**src/hw/rtl/nmea_sentence_receiver_top_macros.svh**
```systemverilog
// assertion macros for the nmea sentence receiver
// expects clk and arst_n in the scope of the file that uses them
`ifndef NMEA_SENTENCE_RECEIVER_TOP_MACROS_SVH
`define NMEA_SENTENCE_RECEIVER_TOP_MACROS_SVH

`ifndef SYNTHESIS

// condition must hold at every edge out of reset
`define NSR_ASSERT(lbl, cond) \
	lbl: assert property (@(posedge clk) disable iff (!arst_n) (cond)) \
	else $error("nsr assertion failed");

// trigger at one edge implies the result at the next edge
`define NSR_ASSERT_NEXT(lbl, pre, post) \
	lbl: assert property (@(posedge clk) disable iff (!arst_n) (pre) |=> (post)) \
	else $error("nsr assertion failed");

`else

`define NSR_ASSERT(lbl, cond)
`define NSR_ASSERT_NEXT(lbl, pre, post)

`endif

`endif

```
**src/hw/rtl/nsr_pkg.sv**
```systemverilog
// shared types, codes and character constants for the nmea sentence receiver
// no dependencies
package nsr_pkg;

	localparam int RING_SLOTS_DEF     = 16;
	localparam int SENTENCE_BYTES_DEF = 82;

	// command queue between front and back
	localparam int QUEUE_DEPTH = 2;
	localparam int QPTR_W      = $clog2(QUEUE_DEPTH);
	localparam int QCNT_W      = $clog2(QUEUE_DEPTH + 1);

	localparam logic [7:0] CHAR_DOLLAR = 8'h24;
	localparam logic [7:0] CHAR_STAR   = 8'h2A;
	localparam logic [7:0] CHAR_CR     = 8'h0D;
	localparam logic [7:0] CHAR_LF     = 8'h0A;
	localparam logic [7:0] CHAR_ZERO   = 8'h30;
	localparam logic [7:0] CHAR_NINE   = 8'h39;
	localparam logic [7:0] CHAR_UPPER_A = 8'h41;
	localparam logic [3:0] NIBBLE_MASK = 4'hF;

	typedef enum logic [1:0] {
		OP_RECV    = 2'd0,
		OP_READ    = 2'd1,
		OP_RELEASE = 2'd2,
		OP_IDLE    = 2'd3
	} op_t;

	typedef enum logic [5:0] {
		ST_WAIT  = 6'b000001,
		ST_DATA  = 6'b000010,
		ST_CK_HI = 6'b000100,
		ST_CK_LO = 6'b001000,
		ST_CR    = 6'b010000,
		ST_LF    = 6'b100000
	} frame_state_t;

	// one classified transaction
	typedef struct packed {
		op_t        kind;
		logic [7:0] rx_byte;
		logic [6:0] read_offset;
		logic       offset_ok;
		logic       is_dollar;
		logic       is_star;
		logic       is_cr;
		logic       is_lf;
		logic [7:0] hex_value;
	} cmd_t;

	typedef struct packed {
		logic empty;
		logic full;
	} q_status_t;

endpackage

```
**src/hw/rtl/nsr_front.sv**
```systemverilog
// front end: input handshake and classification of each transaction
// depends on nsr_pkg
module nsr_front #(
	parameter int SENTENCE_BYTES = nsr_pkg::SENTENCE_BYTES_DEF
) (
	input  logic              s_tvalid,
	output logic              s_tready,
	input  logic [15:0]       s_tdata,  // rx_byte [7:0], read_offset [14:8], zero [15]
	input  logic [1:0]        s_tuser,  // op [1:0]
	input  nsr_pkg::q_status_t q_status,
	output logic              push,
	output nsr_pkg::cmd_t     push_cmd
);

	logic [7:0] rx_b;
	logic [6:0] rd_off;

	// checksum digit decode, uppercase only above '9'
	function automatic logic [7:0] hex_decode(input logic [7:0] b);
		logic [7:0] v;
		if (b > nsr_pkg::CHAR_NINE) begin
			v = b - nsr_pkg::CHAR_UPPER_A + 8'd10;
		end else begin
			v = b - nsr_pkg::CHAR_ZERO;
		end
		return v;
	endfunction

	assign rx_b   = s_tdata[7:0];
	assign rd_off = s_tdata[14:8];

	assign s_tready = !q_status.full;
	assign push     = s_tvalid && s_tready;

	always_comb begin
		push_cmd.kind        = nsr_pkg::op_t'(s_tuser);
		push_cmd.rx_byte     = rx_b;
		push_cmd.read_offset = rd_off;
		push_cmd.offset_ok   = 32'(rd_off) < 32'(SENTENCE_BYTES);
		push_cmd.is_dollar   = rx_b == nsr_pkg::CHAR_DOLLAR;
		push_cmd.is_star     = rx_b == nsr_pkg::CHAR_STAR;
		push_cmd.is_cr       = rx_b == nsr_pkg::CHAR_CR;
		push_cmd.is_lf       = rx_b == nsr_pkg::CHAR_LF;
		push_cmd.hex_value   = hex_decode(rx_b);
	end

endmodule

```
**config.mk**
```make
export PLATFORM = sky130hd
export DESIGN_NAME = nsr_front
export DESIGN_NICKNAME = d
export VERILOG_FILES = /design/src/hw/rtl/nmea_sentence_receiver_top_macros.svh /design/src/hw/rtl/nsr_pkg.sv /design/src/hw/rtl/nsr_front.sv
export SDC_FILE = /design/constraint.sdc
export NUM_CORES = 1
export LEC_CHECK = 0
export BUFFER_PORTS_ARGS = -buffer_cell sky130_fd_sc_hd__buf_2
export CORE_UTILIZATION = 36
export DETAILED_ROUTE_END_ITERATION = 8
export PLACE_DENSITY = 0.88
export SLEW_MARGIN = 10
export SYNTH_ARGS = -nofsm -noshare
export SYNTH_HDL_FRONTEND = slang
export SYNTH_SLANG_ARGS = --single-unit
```
**constraint.sdc**
```tcl
create_clock -name vclk -period 2.6
set_clock_uncertainty 0.15 [all_clocks]
set_input_delay 0.52 -clock vclk [all_inputs]
set_output_delay 0.52 -clock vclk [all_outputs]
set_load 0.05 [all_outputs]
```
==> results.json, run 1 <==
{
  "worstSetupPathType": "input pin to output port",
  "rsz0062_at_grt": "no",
  "yosysUniqueCellTypes": 21,
  "synth_most_common_cell": "buf_4",
  "vias": 535,
  "final_nets": 131,
  "dp_hpwl_mm": 1.01,
  "ctsHoldBuffers": 0,
  "period_minus_slack_ns": 2.54,
  "track_usage_pct": 14.9,
  "fin_area_um2": 681,
  "initial_core_util_pct": 41.2,
  "drive_above_1_share_pct": 59.0,
  "drt_first_pass_iters": 2,
  "fp-row-count": 12,
  "post_dp_cell_area_um2": 656,
  "cp_data_required_time_ns": 1.93,
  "period_share_pct": 97.9,
  "synth_top_area_share_pct": 26.4,
  "syn_inst": 68,
  "yosys_warnings": 0,
  "yosysSeqAreaShare_pct": 0,
  "end_kind": "output port",
  "synth_top_area_cell": "buf_4",
  "syn_to_final_growth_pct": 40.9,
  "syn_avg_cell_area_um2": 7.10,
  "coreArea_um2": 1170,
  "syn-cell-area_um2": 483,
  "grt-ovfl-total": 0,
  "critical_path.max_fanout": 6,
  "cp-startpoint": "s_tdata[1]",
  "grt_start_max_net_pins": 9,
  "tightest_slew_ns": 0.233,
  "avgRoutedWirePerCell_um": 10.2,
  "relSlewSlack_pct": 84.3,
  "synthesis.nets": 97,
  "synth_common_cells": "17 x buf_4, 8 x ha_1, 8 x nand2_1, 6 x inv_1, 5 x xnor2_1",
  "run_status": "finished, final reports clean",
  "hold_class": "input pin to output port",
  "ios": 53,
  "post-place-ws_ns": -0.0519,
  "grt_pass1_wl_mm": 1.69,
  "final-seq-area_um2": 0,
  "total_power_mw": 0.208,
  "fill_cells": 108,
  "drv_cap": 0,
  "powerDensity_nw_per_um2": 306,
  "drtAntennaViolNets": 0,
  "cts_setup_buffers": 0,
  "leakagePower_nw": 0.391,
  "antenna_found_initial": 0,
  "diodes": 0,
  "final-max-slew-violation-count": 0,
  "seq_cell_count": 0,
  "finalHoldViolations": 0,
  "max_freq_ghz": 0.393,
  "peakVddDrop_mv": 0.138,
  "die_y_um": 38.6,
  "grt_pass1_vias": 450,
  "ys_top_cells_by_area": "buf_4 26%, ha_1 21%, xnor2_1 9.1%, nand2_1 6.2%, inv_1 4.7%",
  "vias_per_cell": 4.69,
  "gp_congestion": 0.765,
  "io_buffers": 45,
  "hold_start": "s_tuser[0]",
  "clock_buffers": 0,
  "post-route-drc-count": 0,
  "cp-start-kind": "input pin",
  "setup_slack_ns": 0.0553,
  "setup_viol": 0,
  "drt_iter0_markers": 3,
  "die-area_um2": 1490,
  "crit_arrival_ns": 1.87,
  "wl_mm": 1.16,
  "die-width_um": 38.6
}
==> metrics by stage <==
stage	utilization, %	std cells	TNS, ns	hold WS, ns
final	58.1	114	0	0.890
after global placement	56.0	114	-0.0294	0.890
after global routing	58.1	114	0	0.890
after CTS	56.7	114	-0.0115	0.890
after floorplan	-	68	-0.265	0.991
after detailed placement	56.0	114	-0.139	0.890
==> cell usage in the layout (no fill, tap or decap) <==
cell	netlist	final
a21boi_0	1	1
a21oi_1	3	3
a311o_2	0	1
buf_2	0	42
buf_4	17	7
buf_6	1	1
ha_1	8	7
ha_4	0	1
inv_1	6	5
inv_2	0	1
mux2_4	1	1
nand2_1	8	8
nand3_1	3	3
nand3b_1	1	1
nor2_1	2	2
nor2b_1	1	1
nor3b_2	0	2
nor4_2	0	1
o21ai_0	3	3
o21ai_1	1	1
o21bai_1	1	1
o22ai_1	1	1
o31a_1	1	1
xnor2_1	5	3
xnor2_2	0	2
==> critical path: stages <==
cell	delay, ns
buf_2	0.11
inv_2	0.09
ha_1	0.15
o21bai_1	0.06
a311o_2	0.46
mux2_4	0.32
buf_6	0.15
==> per-layer routing <==
layer	GRT usage [%]	wire length [um]	up-vias
li1	-	-	273
met1	16.4	467	245
met2	32.1	656	17
met3	0	37	0
met4	0	0	0
met5	0	0	-
==> what timing repair did <==
action | in CTS | in global routing
endpoints found under the setup margin | 3 | 5
gates resized for setup | 4 | 4
gates cloned | 0 | 0
pin swaps | 1 | 2
==> worst paths after layout <==
kind | end | slack (ns) | cells past startpoint
max | push_cmd[5] | 0.06 | 7
min | push_cmd[28] | 0.89 | 0
==> power breakdown <==
| group | internal [mW] | total (mW) | switching [mW] | leakage, nW |
|---|---|---|---|---|
| logic | 0.0605 | 0.208 | 0.148 | 0.391 |
| clock network | 0 | 0 | 0 | 0 |
| registers | 0 | 0 | 0 | 0 |
| total | 0.0605 | 0.208 | 0.148 | 0.391 |
==> layout make-up <==
type               instances  area, um2  area share [%]
inverters                  6       22.5            3.31
multi-input cells         44        367            53.9
well taps                 14       17.5            2.57
repair buffers            50        274            40.3
==> cells by family (layout without fill, tap and decap cells) <==
| group | Yosys count | count (layout) | share of synthesized area, % |
|---|---|---|---|
| AOI/OAI and AO/OA | 12 | 12 | 15.5 |
| xor gates and xnor gates | 5 | 5 | 9.07 |
| and+or+nand+nor | 18 | 18 | 18.1 |
| buffers and inverters | 24 | 56 | 33.4 |
| muxes | 1 | 1 | 3.11 |
| adders and majority gates | 8 | 8 | 20.7 |
(Power assumes the default switching activity.)
==> run 2, diff against run 1 <==
--- a/config.mk
+++ b/config.mk
@@ -10,4 +10,5 @@
 export DETAILED_ROUTE_END_ITERATION = 8
+export GPL_TIMING_DRIVEN = 0
 export PLACE_DENSITY = 0.88
-export SLEW_MARGIN = 10
+export SLEW_MARGIN = 20
 export SYNTH_ARGS = -nofsm -noshare
==> constraint.sdc (replaced) <==
create_clock -name vclk -period 2.6
set_clock_uncertainty 0.15 [all_clocks]
set_input_delay 0 -clock vclk [all_inputs]
set_output_delay 0 -clock vclk [all_outputs]
set_load 0.05 [all_outputs]
==> run 2 against run 1 <==
  * Via count up 4.7%
  * Setup slack better by 0.86 ns
  * Hold slack worse by 0.74 ns
  * Critical path depth unchanged
  * Die area unchanged
  * Combinational power up 6%
  * Final area up 8.1%
  * Sequential cell count unchanged
  * Non-clock buffer count up 15
  * Maximum frequency up 51%
  * Routed wire length up 3.4%
==> results.json, run 2 (synthesized netlist as in run 1, its figures left out) <==
{
  "stdcell_count": 129,
  "grt_pass1_wl_mm": 1.57,
  "powerDensity_nw_per_um2": 301,
  "post-place-ws_ns": 0.910,
  "diodes": 0,
  "tightest_slew_ns": 0.305,
  "slowest_stage": "a311o_1",
  "die-area_um2": 1490,
  "drtAntennaViolNets": 0,
  "top_layer_used": "met3",
  "vias_per_cell": 4.34,
  "dp_cells": 129,
  "path_delay_family": "compound AO/OA/AOI/OAI gates",
  "combPwrFrac_pct": 100.0,
  "fill_cells": 108,
  "io_buffers": 47,
  "cts_setup_buffers": 0,
  "crit_buf_inv": 3,
  "leakagePower_nw": 0.446,
  "drt_first_pass_iters": 4,
  "period_minus_slack_ns": 1.69,
  "finalHoldViolations": 0,
  "grt_pass1_vias": 405,
  "cp_data_required_time_ns": 2.45,
  "coreArea_um2": 1170,
  "swShare_pct": 70.2,
  "final-seq-area_um2": 0,
  "cp-start-kind": "input pin",
  "hold_class": "input pin to output port",
  "avgRoutedWirePerCell_um": 9.30,
  "dr_wl_met3_um": 70,
  "crit_arrival_ns": 1.54,
  "dr_wl_met2_um": 638,
  "clockPowerShare_pct": 0,
  "final_cell_mix": "47 x buf_2, 17 x buf_4, 8 x nand2_1, 8 x ha_1, 6 x inv_1",
  "wl_mm": 1.20,
  "run_status": "finished, final reports clean",
  "cts-resized-gates": 0,
  "fin_tns_setup_ns": 0,
  "drt_iter0_markers": 10,
  "fp-row-count": 12,
  "clock_buffers": 0,
  "critical_path.max_fanout": 6,
  "track_usage_pct": 14.0,
  "period_share_pct": 64.8,
  "layout_commonest_cell": "buf_2",
  "total_power_mw": 0.221,
  "drive_above_1_share_pct": 57.4,
  "setup_viol": 0,
  "ios": 53,
  "die_y_um": 38.6,
  "cpMostUsedCell": "buf_2",
  "vias": 560,
  "drv_cap": 0,
  "seq_cell_count": 0,
  "final-max-slew-violation-count": 0,
  "dp_hpwl_mm": 1.05,
  "grt_start_max_net_pins": 9,
  "die-width_um": 38.6,
  "antenna_found_initial": 0,
  "end_kind": "output port",
  "p_int_mw": 0.0660,
  "seq_power_share_pct": 0,
  "initial_core_util_pct": 41.2,
  "ctsHoldBuffers": 0,
  "gp_congestion": 0.915,
  "worstSetupPathType": "input pin to output port",
  "slowest_delay_ns": 0.46,
  "setup_slack_ns": 0.914,
  "relSlewSlack_pct": 79.6,
  "wl_met1_um": 491,
  "netSwitchingPower_mw": 0.155,
  "path_cells": "buf_2 -> inv_1 -> ha_1 -> o21bai_1 -> a311o_1 -> mux2_4 -> buf_2",
  "grt-ovfl-total": 0,
  "final_nets": 146,
  "post-route-drc-count": 0,
  "max_freq_ghz": 0.593,
  "syn_to_final_growth_pct": 52.3,
  "rsz0062_at_grt": "no",
  "peakVddDrop_mv": 0.135
}
==> run 2: cell count changes in the layout (fill, tap and decap cells not counted), moves of 2 or more <==
cell     delta
xnor2_1     +2
xnor2_2     -2
nor3b_2     -2
nor3b_1     +2
buf_4      +10
buf_2       +5
==> run 2: worst paths after layout <==
kind | start | endpoint | slack, ns | cells after the start
setup / recovery | s_tdata[1] | push_cmd[5] | 0.91 | 7
hold / removal | s_tdata[8] | push_cmd[13] | 0.15 | 2
==> run 2: cell type report <==
type,instances,area [um2],share of cell area [%]
repair buffers,47,235,32.0
multi-input cells,44,322,43.7
inverters,6,22.5,3.06
well taps,14,17.5,2.38
plain buffers,18,139,18.9
==> run 2: layer usage <==
| layer | vias up | GRT usage [%] |
|---|---|---|
| met5 | - | 0 |
| met2 | 20 | 28.3 |
| met3 | 0 | 0 |
| li1 | 305 | - |
| met1 | 235 | 17.1 |
| met4 | 0 | 0 |
==> run 2: power by group through the flow <==
stage,registers (mW),logic (mW),clock network [mW]
after floorplan,0,0.171,0
after global placement,0,0.219,0
after detailed placement,0,0.222,0
after CTS,0,0.223,0
after global routing,0,0.234,0
final,0,0.221,0
==> run 2: per-stage QoR <==
| step | cell area [um2] | hold WS [ns] | utilization [%] |
|---|---|---|---|
| after floorplan | 483 | 0.0171 | - |
| after CTS | 736 | 0.152 | 62.8 |
| after detailed placement | 736 | 0.153 | 62.8 |
| final | 736 | 0.152 | 62.8 |
| after global routing | 736 | 0.157 | 62.8 |
| after global placement | 736 | 0.152 | 62.8 |
