**config.mk**
```make
export PLATFORM = sky130hd
export DESIGN_NAME = nsr_queue
export DESIGN_NICKNAME = d
export VERILOG_FILES = /design/src/hw/rtl/nmea_sentence_receiver_top_macros.svh /design/src/hw/rtl/nsr_pkg.sv /design/src/hw/rtl/nsr_queue.sv
export SDC_FILE = /design/constraint.sdc
export NUM_CORES = 1
export LEC_CHECK = 0
export BUFFER_PORTS_ARGS = -buffer_cell sky130_fd_sc_hd__buf_2
export CORE_MARGIN = 3
export CORE_UTILIZATION = 55
export CTS_CLUSTER_DIAMETER = 40
export DETAILED_ROUTE_END_ITERATION = 8
export GPL_TIMING_DRIVEN = 0
export PLACE_DENSITY = 0.84
export SKIP_LAST_GASP = 1
export SYNTH_ARGS = -nofsm -noshare
export SYNTH_HDL_FRONTEND = slang
export SYNTH_SLANG_ARGS = --single-unit
```
**constraint.sdc**
```tcl
create_clock -name clk -period 4.9 [get_ports clk]
set_clock_uncertainty 0.1 [all_clocks]
set_input_delay 0.98 -clock clk [delete_from_list [all_inputs] [get_ports clk]]
set_output_delay 0.98 -clock clk [all_outputs]
set_load 0.05 [all_outputs]
```
**src/hw/rtl/nmea_sentence_receiver_top_macros.svh**
```systemverilog
// assertion macros for the nmea sentence receiver
// expects clk and arst_n in the scope of the file that uses them
`ifndef NMEA_SENTENCE_RECEIVER_TOP_MACROS_SVH
`define NMEA_SENTENCE_RECEIVER_TOP_MACROS_SVH

`ifndef SYNTHESIS

// condition must hold at every edge out of reset
`define NSR_ASSERT(lbl, cond) \
	lbl: assert property (@(posedge clk) disable iff (!arst_n) (cond)) \
	else $error("nsr assertion failed");

// trigger at one edge implies the result at the next edge
`define NSR_ASSERT_NEXT(lbl, pre, post) \
	lbl: assert property (@(posedge clk) disable iff (!arst_n) (pre) |=> (post)) \
	else $error("nsr assertion failed");

`else

`define NSR_ASSERT(lbl, cond)
`define NSR_ASSERT_NEXT(lbl, pre, post)

`endif

`endif

```
**src/hw/rtl/nsr_pkg.sv**
```systemverilog
// shared types, codes and character constants for the nmea sentence receiver
// no dependencies
package nsr_pkg;

	localparam int RING_SLOTS_DEF     = 16;
	localparam int SENTENCE_BYTES_DEF = 82;

	// command queue between front and back
	localparam int QUEUE_DEPTH = 2;
	localparam int QPTR_W      = $clog2(QUEUE_DEPTH);
	localparam int QCNT_W      = $clog2(QUEUE_DEPTH + 1);

	localparam logic [7:0] CHAR_DOLLAR = 8'h24;
	localparam logic [7:0] CHAR_STAR   = 8'h2A;
	localparam logic [7:0] CHAR_CR     = 8'h0D;
	localparam logic [7:0] CHAR_LF     = 8'h0A;
	localparam logic [7:0] CHAR_ZERO   = 8'h30;
	localparam logic [7:0] CHAR_NINE   = 8'h39;
	localparam logic [7:0] CHAR_UPPER_A = 8'h41;
	localparam logic [3:0] NIBBLE_MASK = 4'hF;

	typedef enum logic [1:0] {
		OP_RECV    = 2'd0,
		OP_READ    = 2'd1,
		OP_RELEASE = 2'd2,
		OP_IDLE    = 2'd3
	} op_t;

	typedef enum logic [5:0] {
		ST_WAIT  = 6'b000001,
		ST_DATA  = 6'b000010,
		ST_CK_HI = 6'b000100,
		ST_CK_LO = 6'b001000,
		ST_CR    = 6'b010000,
		ST_LF    = 6'b100000
	} frame_state_t;

	// one classified transaction
	typedef struct packed {
		op_t        kind;
		logic [7:0] rx_byte;
		logic [6:0] read_offset;
		logic       offset_ok;
		logic       is_dollar;
		logic       is_star;
		logic       is_cr;
		logic       is_lf;
		logic [7:0] hex_value;
	} cmd_t;

	typedef struct packed {
		logic empty;
		logic full;
	} q_status_t;

endpackage

```
**src/hw/rtl/nsr_queue.sv**
```systemverilog
// short command queue between front and back
// depends on nsr_pkg
module nsr_queue (
	input  logic               clk,
	input  logic               arst_n,
	input  logic               push,
	input  nsr_pkg::cmd_t      push_cmd,
	input  logic               pop,
	output nsr_pkg::cmd_t      pop_cmd,
	output nsr_pkg::q_status_t q_status
);

	nsr_pkg::cmd_t                 entry_q [nsr_pkg::QUEUE_DEPTH];
	logic [nsr_pkg::QPTR_W-1:0]    wr_ptr_q;
	logic [nsr_pkg::QPTR_W-1:0]    rd_ptr_q;
	logic [nsr_pkg::QCNT_W-1:0]    count_q;

	function automatic logic [nsr_pkg::QPTR_W-1:0] ptr_inc(
		input logic [nsr_pkg::QPTR_W-1:0] p
	);
		logic [nsr_pkg::QPTR_W-1:0] r;
		if (p == nsr_pkg::QPTR_W'(nsr_pkg::QUEUE_DEPTH - 1)) begin
			r = '0;
		end else begin
			r = p + 1'b1;
		end
		return r;
	endfunction

	assign pop_cmd        = entry_q[rd_ptr_q];
	assign q_status.empty = count_q == '0;
	assign q_status.full  = count_q == nsr_pkg::QCNT_W'(nsr_pkg::QUEUE_DEPTH);

	always_ff @(posedge clk) begin
		if (push) begin
			entry_q[wr_ptr_q] <= push_cmd;
		end
	end

	always_ff @(posedge clk or negedge arst_n) begin
		if (!arst_n) begin
			wr_ptr_q <= '0;
			rd_ptr_q <= '0;
			count_q  <= '0;
		end else begin
			if (push) begin
				wr_ptr_q <= ptr_inc(wr_ptr_q);
			end
			if (pop) begin
				rd_ptr_q <= ptr_inc(rd_ptr_q);
			end
			if (push && !pop) begin
				count_q <= count_q + 1'b1;
			end else if (pop && !push) begin
				count_q <= count_q - 1'b1;
			end
		end
	end

endmodule

```
==> results.json, run 1 <==
{
  "status": "finished clean",
  "wire_per_inst_um": 15.2,
  "slowest_delay_ns": 0.44,
  "syn-instance-count": 109,
  "grt_overflow": 0,
  "synth_top_area_share_pct": 76.4,
  "grt_pass1_vias": 1265,
  "yosys.area_share.adder_pct": 0.530,
  "preCtsSetupSlack_ns": 2.18,
  "die_h_um": 71.5,
  "hold_viol": 0,
  "finalWirelength_um": 3670,
  "ant_nets": 0,
  "drt-vias-per-instance": 4.99,
  "arrival_ns": 1.51,
  "insertion_delay_ns": 0.31,
  "postCtsResizedCells": 0,
  "synth-simple-area-share_pct": 1.11,
  "critPathMaxFanout": 10,
  "slew-limit-headroom_pct": 45.3,
  "std_cell_rows": 23,
  "h-tree-depth": 3,
  "final_common_cell": "buf_2",
  "hold_path.class": "in -> async",
  "die_w_um": 71.5,
  "cellLeakagePower_nw": 1.14,
  "port_buffers": 65,
  "finalCritPeriodShare_pct": 53.0,
  "crit_chain": "buf_6, mux2_2, buf_2",
  "synth_compound_area_share_pct": 0,
  "rr_startpoint": "wr_ptr_q$_DFFE_PN0P_",
  "rr_worst_depth": 2,
  "slew_violations": 0,
  "fillers": 265,
  "netlist_area_mm2": 0.00236,
  "reg2reg_to": "entry_q[0][22]$_DFFE_PP_",
  "route.detailed.drc": 0,
  "grt_max_degree": 31,
  "syn_to_final_growth_pct": 23.8,
  "setup_viol": 0,
  "gp_congestion": 0.703,
  "drv_cap": 0,
  "finalSetupTns_ns": 0,
  "switchingPower_uw": 797,
  "ys_warn_count": 0,
  "diodes": 0,
  "peakVddDrop_mv": 0.400,
  "clk_pin_slew_ns": 0.06,
  "synth.area.mux_share_pct": 14.3,
  "ys_seq_area_share_pct": 80.6,
  "final_nets": 221,
  "swShare_pct": 41.0,
  "clock_sinks": 64,
  "regToRegSetupSlack_ns": 3.17,
  "dr.pass1.iters": 4,
  "synthTopCellsByArea": "edfxtp_1 76%, mux2_2 14%, dfrtp_1 4.2%, xor2_1 1.5%, buf_6 1.4%",
  "cts_tree": "done",
  "power_density_mw_per_mm2": 666,
  "critPathLaunchType": "flop",
  "required_ns": 3.82,
  "end_kind": "output pin",
  "grt_pass1_wl_um": 5900,
  "cts_setup_buffers": 0,
  "vias": 1202,
  "dieArea_mm2": 0.00511,
  "design.core.area_mm2": 0.00406,
  "cp_slowest_cell": "dfrtp_1",
  "track_usage_pct": 15.6,
  "synth_seq_cells": 64,
  "power.share.clock_pct": 17.8,
  "synth_nets": 144,
  "numCtsBuffers": 9,
  "avgSynthCellArea_um2": 21.6,
  "dp_hpwl_um": 2610,
  "grt_setup_unrepaired": "false",
  "worstMarginPinSlew_ns": 0.817,
  "setup_ws_ns": 2.31,
  "max_clock_freq_mhz": 385,
  "period_minus_slack_ns": 2.59,
  "path_class": "reg -> out",
  "synth_xor_area_share_pct": 1.86,
  "p_seq_share_pct": 39.6,
  "first_iter_violations": 82,
  "hold_buffers": 0,
  "io_pins": 66,
  "synth_top_family_by_area": "multiplexers",
  "ys_types": 11,
  "fin_util_pct": 72.0,
  "synth_top_cell_by_area": "edfxtp_1",
  "antenna_found_initial": 0,
  "start_util_pct": 58.2,
  "clockBufferDepth": 2,
  "p_comb_share_pct": 42.6,
  "layout-drive-gt1-share_pct": 59.2,
  "final_cell_mix": "65 x buf_2, 60 x edfxtp_1, 30 x mux2_2, 9 x clkbuf_8",
  "root_buffer": "clkbuf_8",
  "p_int_mw": 1.15
}
==> kinds of logic after synthesis <==
group	after synthesis
XOR/XNOR	5
adder cells (fa/ha/maj)	1
buffers and inverters	4
flip-flops	64
multiplexers	30
AND/OR/NAND/NOR	5
==> worst max path at each step <==
stage | start | end | cells after the start
detailed placement | push | entry_q[1][25]$_DFFE_PP_ | 2
finish | rd_ptr_q$_DFFE_PN0P_ | pop_cmd[7] | 3
global placement | push | entry_q[0][25]$_DFFE_PP_ | 2
CTS | rd_ptr_q$_DFFE_PN0P_ | pop_cmd[16] | 3
floorplan | push | entry_q[0][0]$_DFFE_PP_ | 1
global route | rd_ptr_q$_DFFE_PN0P_ | pop_cmd[23] | 3
==> registers in the layout (all words and copies together), names as in the netlist <==
| signal | count |
|---|---|
| wr_ptr_q | 1 |
| entry_q | 60 |
| count_q | 2 |
| rd_ptr_q | 1 |
==> Yosys cell counts, drive strengths merged <==
library cell / instances
xor2: 4
edfxtp: 60
mux2: 30
xnor2: 1
buf: 3
inv: 1
nor2b: 2
ha: 1
dfrtp: 4
and2: 1
nor2: 2
==> critical path, delay by kind of cell, from the launching register on <==
family | cells | cell delay, ns
buffers and inverters | 2 | 0.40
multiplexers | 1 | 0.36
flip-flops | 1 | 0.44
==> through the flow <==
step / hold slack (ns) / area [um2] / total power, mW / std cells
floorplan: 0.353 / 2360 / 1.44 / 109
global placement: 0.367 / 2750 / 1.59 / 224
detailed placement: 0.395 / 2770 / 1.62 / 225
CTS: 0.345 / 2920 / 1.97 / 241
global route: 0.350 / 2920 / 2.03 / 241
finish: 0.359 / 2920 / 1.94 / 241
==> layout make-up <==
| type | count | area (um2) | area share (%) |
|---|---|---|---|
| clock buffers | 10 | 128 | 4.37 |
| repair buffers | 66 | 340 | 11.7 |
| multi-input cells | 41 | 424 | 14.5 |
| plain buffers | 3 | 33.8 | 1.16 |
| flip-flops and latches | 64 | 1900 | 65.1 |
| inverters | 1 | 3.75 | 0.129 |
| clock inverters | 6 | 26.3 | 0.900 |
| well taps | 50 | 62.6 | 2.14 |
==> per-layer routing <==
| layer | share of wire, % | track usage (%) |
|---|---|---|
| met5 | 0 | 0 |
| met2 | 49 | 24.4 |
| met4 | 1.3 | 7.52 |
| met3 | 7.6 | 4.49 |
| met1 | 42 | 20.2 |
==> power groups by stage <==
stage          logic (mW)  clock network [mW]  registers [mW]
2_1_floorplan       0.667                   0           0.771
3_3_place_gp        0.814                   0           0.778
3_5_place_dp        0.834                   0           0.784
4_1_cts             0.837               0.356           0.774
5_1_grt             0.870               0.383           0.781
6_report            0.828               0.346           0.771
Note: power is estimated with default switching activity, not from simulation.
==> run 2, diff against run 1 <==
Settings changed: CORE_UTILIZATION 55 to 46, PLACE_DENSITY 0.84 to 0.75.
Clock period 4.9 ns to 2.2 ns, I/O delays scaled along.
==> run 2 against run 1 <==
  * Total power is 120% higher
  * Flip-flop and latch count is the same
  * Via count is essentially flat
  * Combinational power up 120%
  * First-iteration DRC count shrank 37%
  * Register-to-register slack worse by 2.6 ns
  * Sequential share of layout area shrank 0.50 points
  * Non-clock buffer count unchanged
  * Utilization is 11 points lower
  * Critical path depth unchanged
  * Clock power increased by 130%
  * Die area rose by 18%
  * Critical path type unchanged
==> results.json, run 2 (synthesis gave the netlist of run 1 again) <==
{
  "grt_setup_unrepaired": "false",
  "placed_cells": 241,
  "dr.pass1.iters": 2,
  "dp_hpwl_um": 2520,
  "drt-vias-per-instance": 4.66,
  "h-tree-depth": 3,
  "regToRegSetupSlack_ns": 0.61,
  "layout-drive-gt1-share_pct": 59.2,
  "syn_to_final_growth_pct": 24.7,
  "std_cell_rows": 25,
  "track_usage_pct": 13.2,
  "first_iter_violations": 52,
  "grt_max_degree": 31,
  "vias": 1201,
  "io_pins": 66,
  "worstMarginPinSlew_ns": 0.855,
  "design.core.area_mm2": 0.00485,
  "final_common_cell": "buf_2",
  "numCtsBuffers": 9,
  "max_clock_freq_mhz": 489,
  "fillers": 366,
  "die_h_um": 77.6,
  "grt_overflow": 0,
  "min_delay_path_depth": 1,
  "power_density_mw_per_mm2": 1470,
  "fin_cells": 258,
  "hold_path.class": "in -> reg",
  "preCtsSetupSlack_ns": 0.0145,
  "end_kind": "output pin",
  "dieArea_mm2": 0.00603,
  "peakVddDrop_mv": 0.678,
  "postCtsResizedCells": 0,
  "finalSetupTns_ns": 0,
  "port_buffers": 65,
  "start_util_pct": 48.7,
  "antenna_found_initial": 0,
  "route.detailed.drc": 0,
  "cellLeakagePower_nw": 1.14,
  "clock_sinks": 64,
  "setup_viol": 0,
  "wire_per_inst_um": 14.5,
  "insertion_delay_ns": 0.31,
  "largest_register_ffs": 60,
  "reg.largest.list": "entry_q x60, count_q x2",
  "min-delay-start": "push_cmd[6]",
  "diodes": 0,
  "finalWirelength_um": 3750,
  "ant_nets": 0,
  "status": "finished clean",
  "rr_worst_depth": 1,
  "critPathLaunchType": "flop",
  "reg2reg_to": "entry_q[0][4]$_DFFE_PP_",
  "hold_viol": 0,
  "drv_cap": 0,
  "slew-limit-headroom_pct": 42.9,
  "whs_endpoint": "entry_q[1][6]$_DFFE_PP_",
  "arrival_ns": 1.50,
  "clk_pin_slew_ns": 0.06,
  "rr_startpoint": "wr_ptr_q$_DFFE_PN0P_",
  "final_cell_mix": "65 x buf_2, 60 x edfxtp_1, 30 x mux2_2, 9 x clkbuf_8",
  "grt_pass1_vias": 1304,
  "regMostFlops": "entry_q",
  "setup_ws_ns": 0.157,
  "critPathMaxFanout": 10,
  "cts_tree": "done",
  "path_class": "reg -> out",
  "die_w_um": 77.6,
  "timing.hold.ws_ns": 0.208,
  "final_nets": 221,
  "slew_violations": 0,
  "period_minus_slack_ns": 2.04,
  "gp_congestion": 0.613,
  "finalCritPeriodShare_pct": 92.9,
  "grt_pass1_wl_um": 5860,
  "clockBufferDepth": 2,
  "required_ns": 1.66,
  "root_buffer": "clkbuf_8"
}
-- run 2: metal layers --
layer | wire [um] | vias up | track usage [%]
met5 | 0 | - | 0
met4 | 56 | 0 | 8.01
met3 | 313 | 8 | 4.18
met2 | 1960 | 50 | 23.1
met1 | 1420 | 567 | 13.7
li1 | - | 576 | -
-- run 2: repair_timing --
item | CTS | global route
hold endpoints to repair | 4 | 0
buffers inserted | 0 | 0
hold buffers | 1 | 0
-- run 2: through the flow --
step	cell area, um2	power (mW)	utilization, %
3_3_place_gp	2770	3.55	57.2
5_1_grt	2940	4.53	60.7
2_1_floorplan	2360	3.20	-
4_1_cts	2940	4.40	60.7
3_5_place_dp	2780	3.60	57.3
6_report	2940	4.34	60.7
-- run 2: critical path, stage by stage (launching register included) --
cell and delay [ns]:
dfrtp_1 0.44, buf_6 0.18, mux2_2 0.35, buf_2 0.21
-- run 2: report_power, final --
| part | switching [mW] | internal (mW) |
|---|---|---|
| Clock | 0.390 | 0.397 |
| Sequential | 0.0923 | 1.63 |
| Combinational | 1.30 | 0.529 |
-- run 2: worst max-delay path by stage --
stage	startpoint	to
floorplan	push	entry_q[0][0]$_DFFE_PP_
global placement	push	entry_q[0][25]$_DFFE_PP_
detailed placement	push	entry_q[1][25]$_DFFE_PP_
CTS	rd_ptr_q$_DFFE_PN0P_	pop_cmd[28]
global route	rd_ptr_q$_DFFE_PN0P_	pop_cmd[17]
finish	rd_ptr_q$_DFFE_PN0P_	pop_cmd[17]
-- run 2: final cells by class --
cell class              instances  area, um2  share of cell area, %
clock inverters                 5       23.8                  0.808
well taps                      67       83.8                   2.85
flip-flops and latches         64       1900                   64.6
repair buffers                 66        335                   11.4
multi-input cells              41        429                   14.6
clock buffers                  11        131                   4.46
inverters                       1       3.75                  0.128
plain buffers                   3       33.8                   1.15
==> run 3, diff against run 2 <==
Settings changed: CORE_UTILIZATION 46 to 51, PLACE_DENSITY 0.75 to 0.78.
Clock period 2.2 ns to 2 ns, I/O delays scaled along.
==> run 3 against run 2 <==
  * Critical endpoint is now pop_cmd[6]
  * Sequential share of layout area rose by 0.46 points
  * Largest power group unchanged
  * Register-to-register slack worse by 0.25 ns
  * Utilization up 5.5 points
  * Critical path depth unchanged
  * Sequential power grew 10%
  * First-iteration DRC count grew 67%
==> results.json, run 3 (synthesis gave the netlist of run 1 again) <==
{
  "setup_ws_ns": 0.0303,
  "slowest_delay_ns": 0.42,
  "preCtsSetupSlack_ns": -0.191,
  "worstMarginPinSlew_ns": 0.904,
  "fin_util_pct": 66.2,
  "cp_slowest_cell": "dfrtp_2",
  "clk_pin_slew_ns": 0.07,
  "clockBufferDepth": 2,
  "required_ns": 1.50,
  "grt_setup_unrepaired": "true",
  "finalWirelength_um": 3860,
  "setup_viol": 0,
  "end_kind": "output pin",
  "clock_sinks": 64,
  "finalCritPeriodShare_pct": 98.5,
  "dieArea_mm2": 0.00548,
  "grt_overflow": 0,
  "path_class": "reg -> out",
  "grt_pass1_wl_um": 6050,
  "die_h_um": 74.0,
  "numCtsBuffers": 9,
  "cellLeakagePower_nw": 1.14,
  "cts_tree": "done",
  "fillers": 324,
  "crit_chain": "buf_6, mux2_2, buf_2",
  "start_util_pct": 53.5,
  "h-tree-depth": 3,
  "vias": 1214,
  "first_iter_violations": 87,
  "std_cell_rows": 24,
  "layout-drive-gt1-share_pct": 60.0,
  "finalPower_mw": 4.78,
  "design.core.area_mm2": 0.00441,
  "reg.largest.list": "entry_q x60, count_q x2",
  "placed_cells": 226,
  "fin_cells": 242,
  "rr_worst_depth": 1,
  "track_usage_pct": 15.6,
  "root_buffer": "clkbuf_8",
  "dp_hpwl_um": 2610,
  "grt_pass1_vias": 1318,
  "max_clock_freq_mhz": 508,
  "ant_nets": 0,
  "min_delay_path_depth": 1,
  "regMostFlops": "entry_q",
  "critPathMaxFanout": 10,
  "die_w_um": 74.0,
  "final_common_cell": "buf_2",
  "drv_cap": 0,
  "critPathLaunchType": "flop",
  "io_pins": 66,
  "power_density_mw_per_mm2": 1630,
  "largest_register_ffs": 60,
  "diodes": 0,
  "cp.buffers_inverters": 2,
  "wire_per_inst_um": 15.9,
  "antenna_found_initial": 0,
  "status": "finished clean",
  "period_minus_slack_ns": 1.97,
  "insertion_delay_ns": 0.32,
  "cp_top_family": "flip-flops",
  "final_cell_mix": "64 x buf_2, 60 x edfxtp_1, 30 x mux2_2, 9 x clkbuf_8",
  "crit_cells": 3,
  "gp_congestion": 0.705,
  "dr.pass1.iters": 4,
  "port_buffers": 65,
  "hold_viol": 0,
  "hold_path.class": "in -> reg",
  "slew_violations": 0,
  "slew-limit-headroom_pct": 39.6,
  "route.detailed.drc": 0,
  "final_nets": 221,
  "peakVddDrop_mv": 0.996,
  "grt_max_degree": 31,
  "drt-vias-per-instance": 5.02,
  "arrival_ns": 1.47,
  "syn_to_final_growth_pct": 23.9
}
run 3: layer usage:
layer  track usage, %  vias to the layer above  wire [um]
met4             11.1                        0         85
met5                0                        -          0
met1             15.9                      581       1420
li1                 -                      572          -
met3             6.62                       11        333
met2             25.7                       50       2020
run 3: report_power, final:
part	leakage (nW)	internal [mW]	switching (mW)
Combinational	0.449	0.587	1.44
Clock	0.0835	0.424	0.434
Sequential	0.609	1.79	0.102
Total	1.14	2.80	1.98
run 3: stage by stage:
step	hold WS, ns	TNS, ns	area [um2]
2_1_floorplan	0.00441	0	2360
3_5_place_dp	0.109	-5.70	2760
6_report	0.158	0	2920
5_1_grt	0.136	-0.908	2920
3_3_place_gp	0.104	-8.52	2750
4_1_cts	0.141	0	2920
run 3: area by class of cell:
| cell class | count | area, um2 | share of cell area, % |
|---|---|---|---|
| clock inverter | 6 | 27.5 | 0.941 |
| multi-input combinational | 41 | 429 | 14.7 |
| sequential | 64 | 1900 | 65.1 |
| buffer | 3 | 33.8 | 1.16 |
| timing repair buffer | 66 | 338 | 11.6 |
| inverter | 1 | 3.75 | 0.128 |
| tap | 52 | 65.1 | 2.23 |
| clock buffer | 9 | 124 | 4.24 |
run 3: path summary, 6_finish.rpt:
path,end,startpoint,slack (ns)
max,pop_cmd[6],rd_ptr_q$_DFFE_PN0P_,0.03
min,entry_q[1][28]$_DFFE_PP_,push_cmd[28],0.16
max reg2reg,entry_q[0][16]$_DFFE_PP_,wr_ptr_q$_DFFE_PN0P_,0.36
min reg2reg,count_q[1]$_DFFE_PN0P_,count_q[1]$_DFFE_PN0P_,0.40
max in group asynchronous,rd_ptr_q$_DFFE_PN0P_,arst_n,1.36
min in group asynchronous,count_q[0]$_DFFE_PN0P_,arst_n,0.31
run 3: timing repair:
action / CTS / global route
gates resized for setup: 3 / 0
setup endpoints to repair: 59 / 29
hold buffers: 1 / 0
pin swaps: 0 / 0
hold endpoints to repair: 4 / 0
setup buffers: 0 / 0
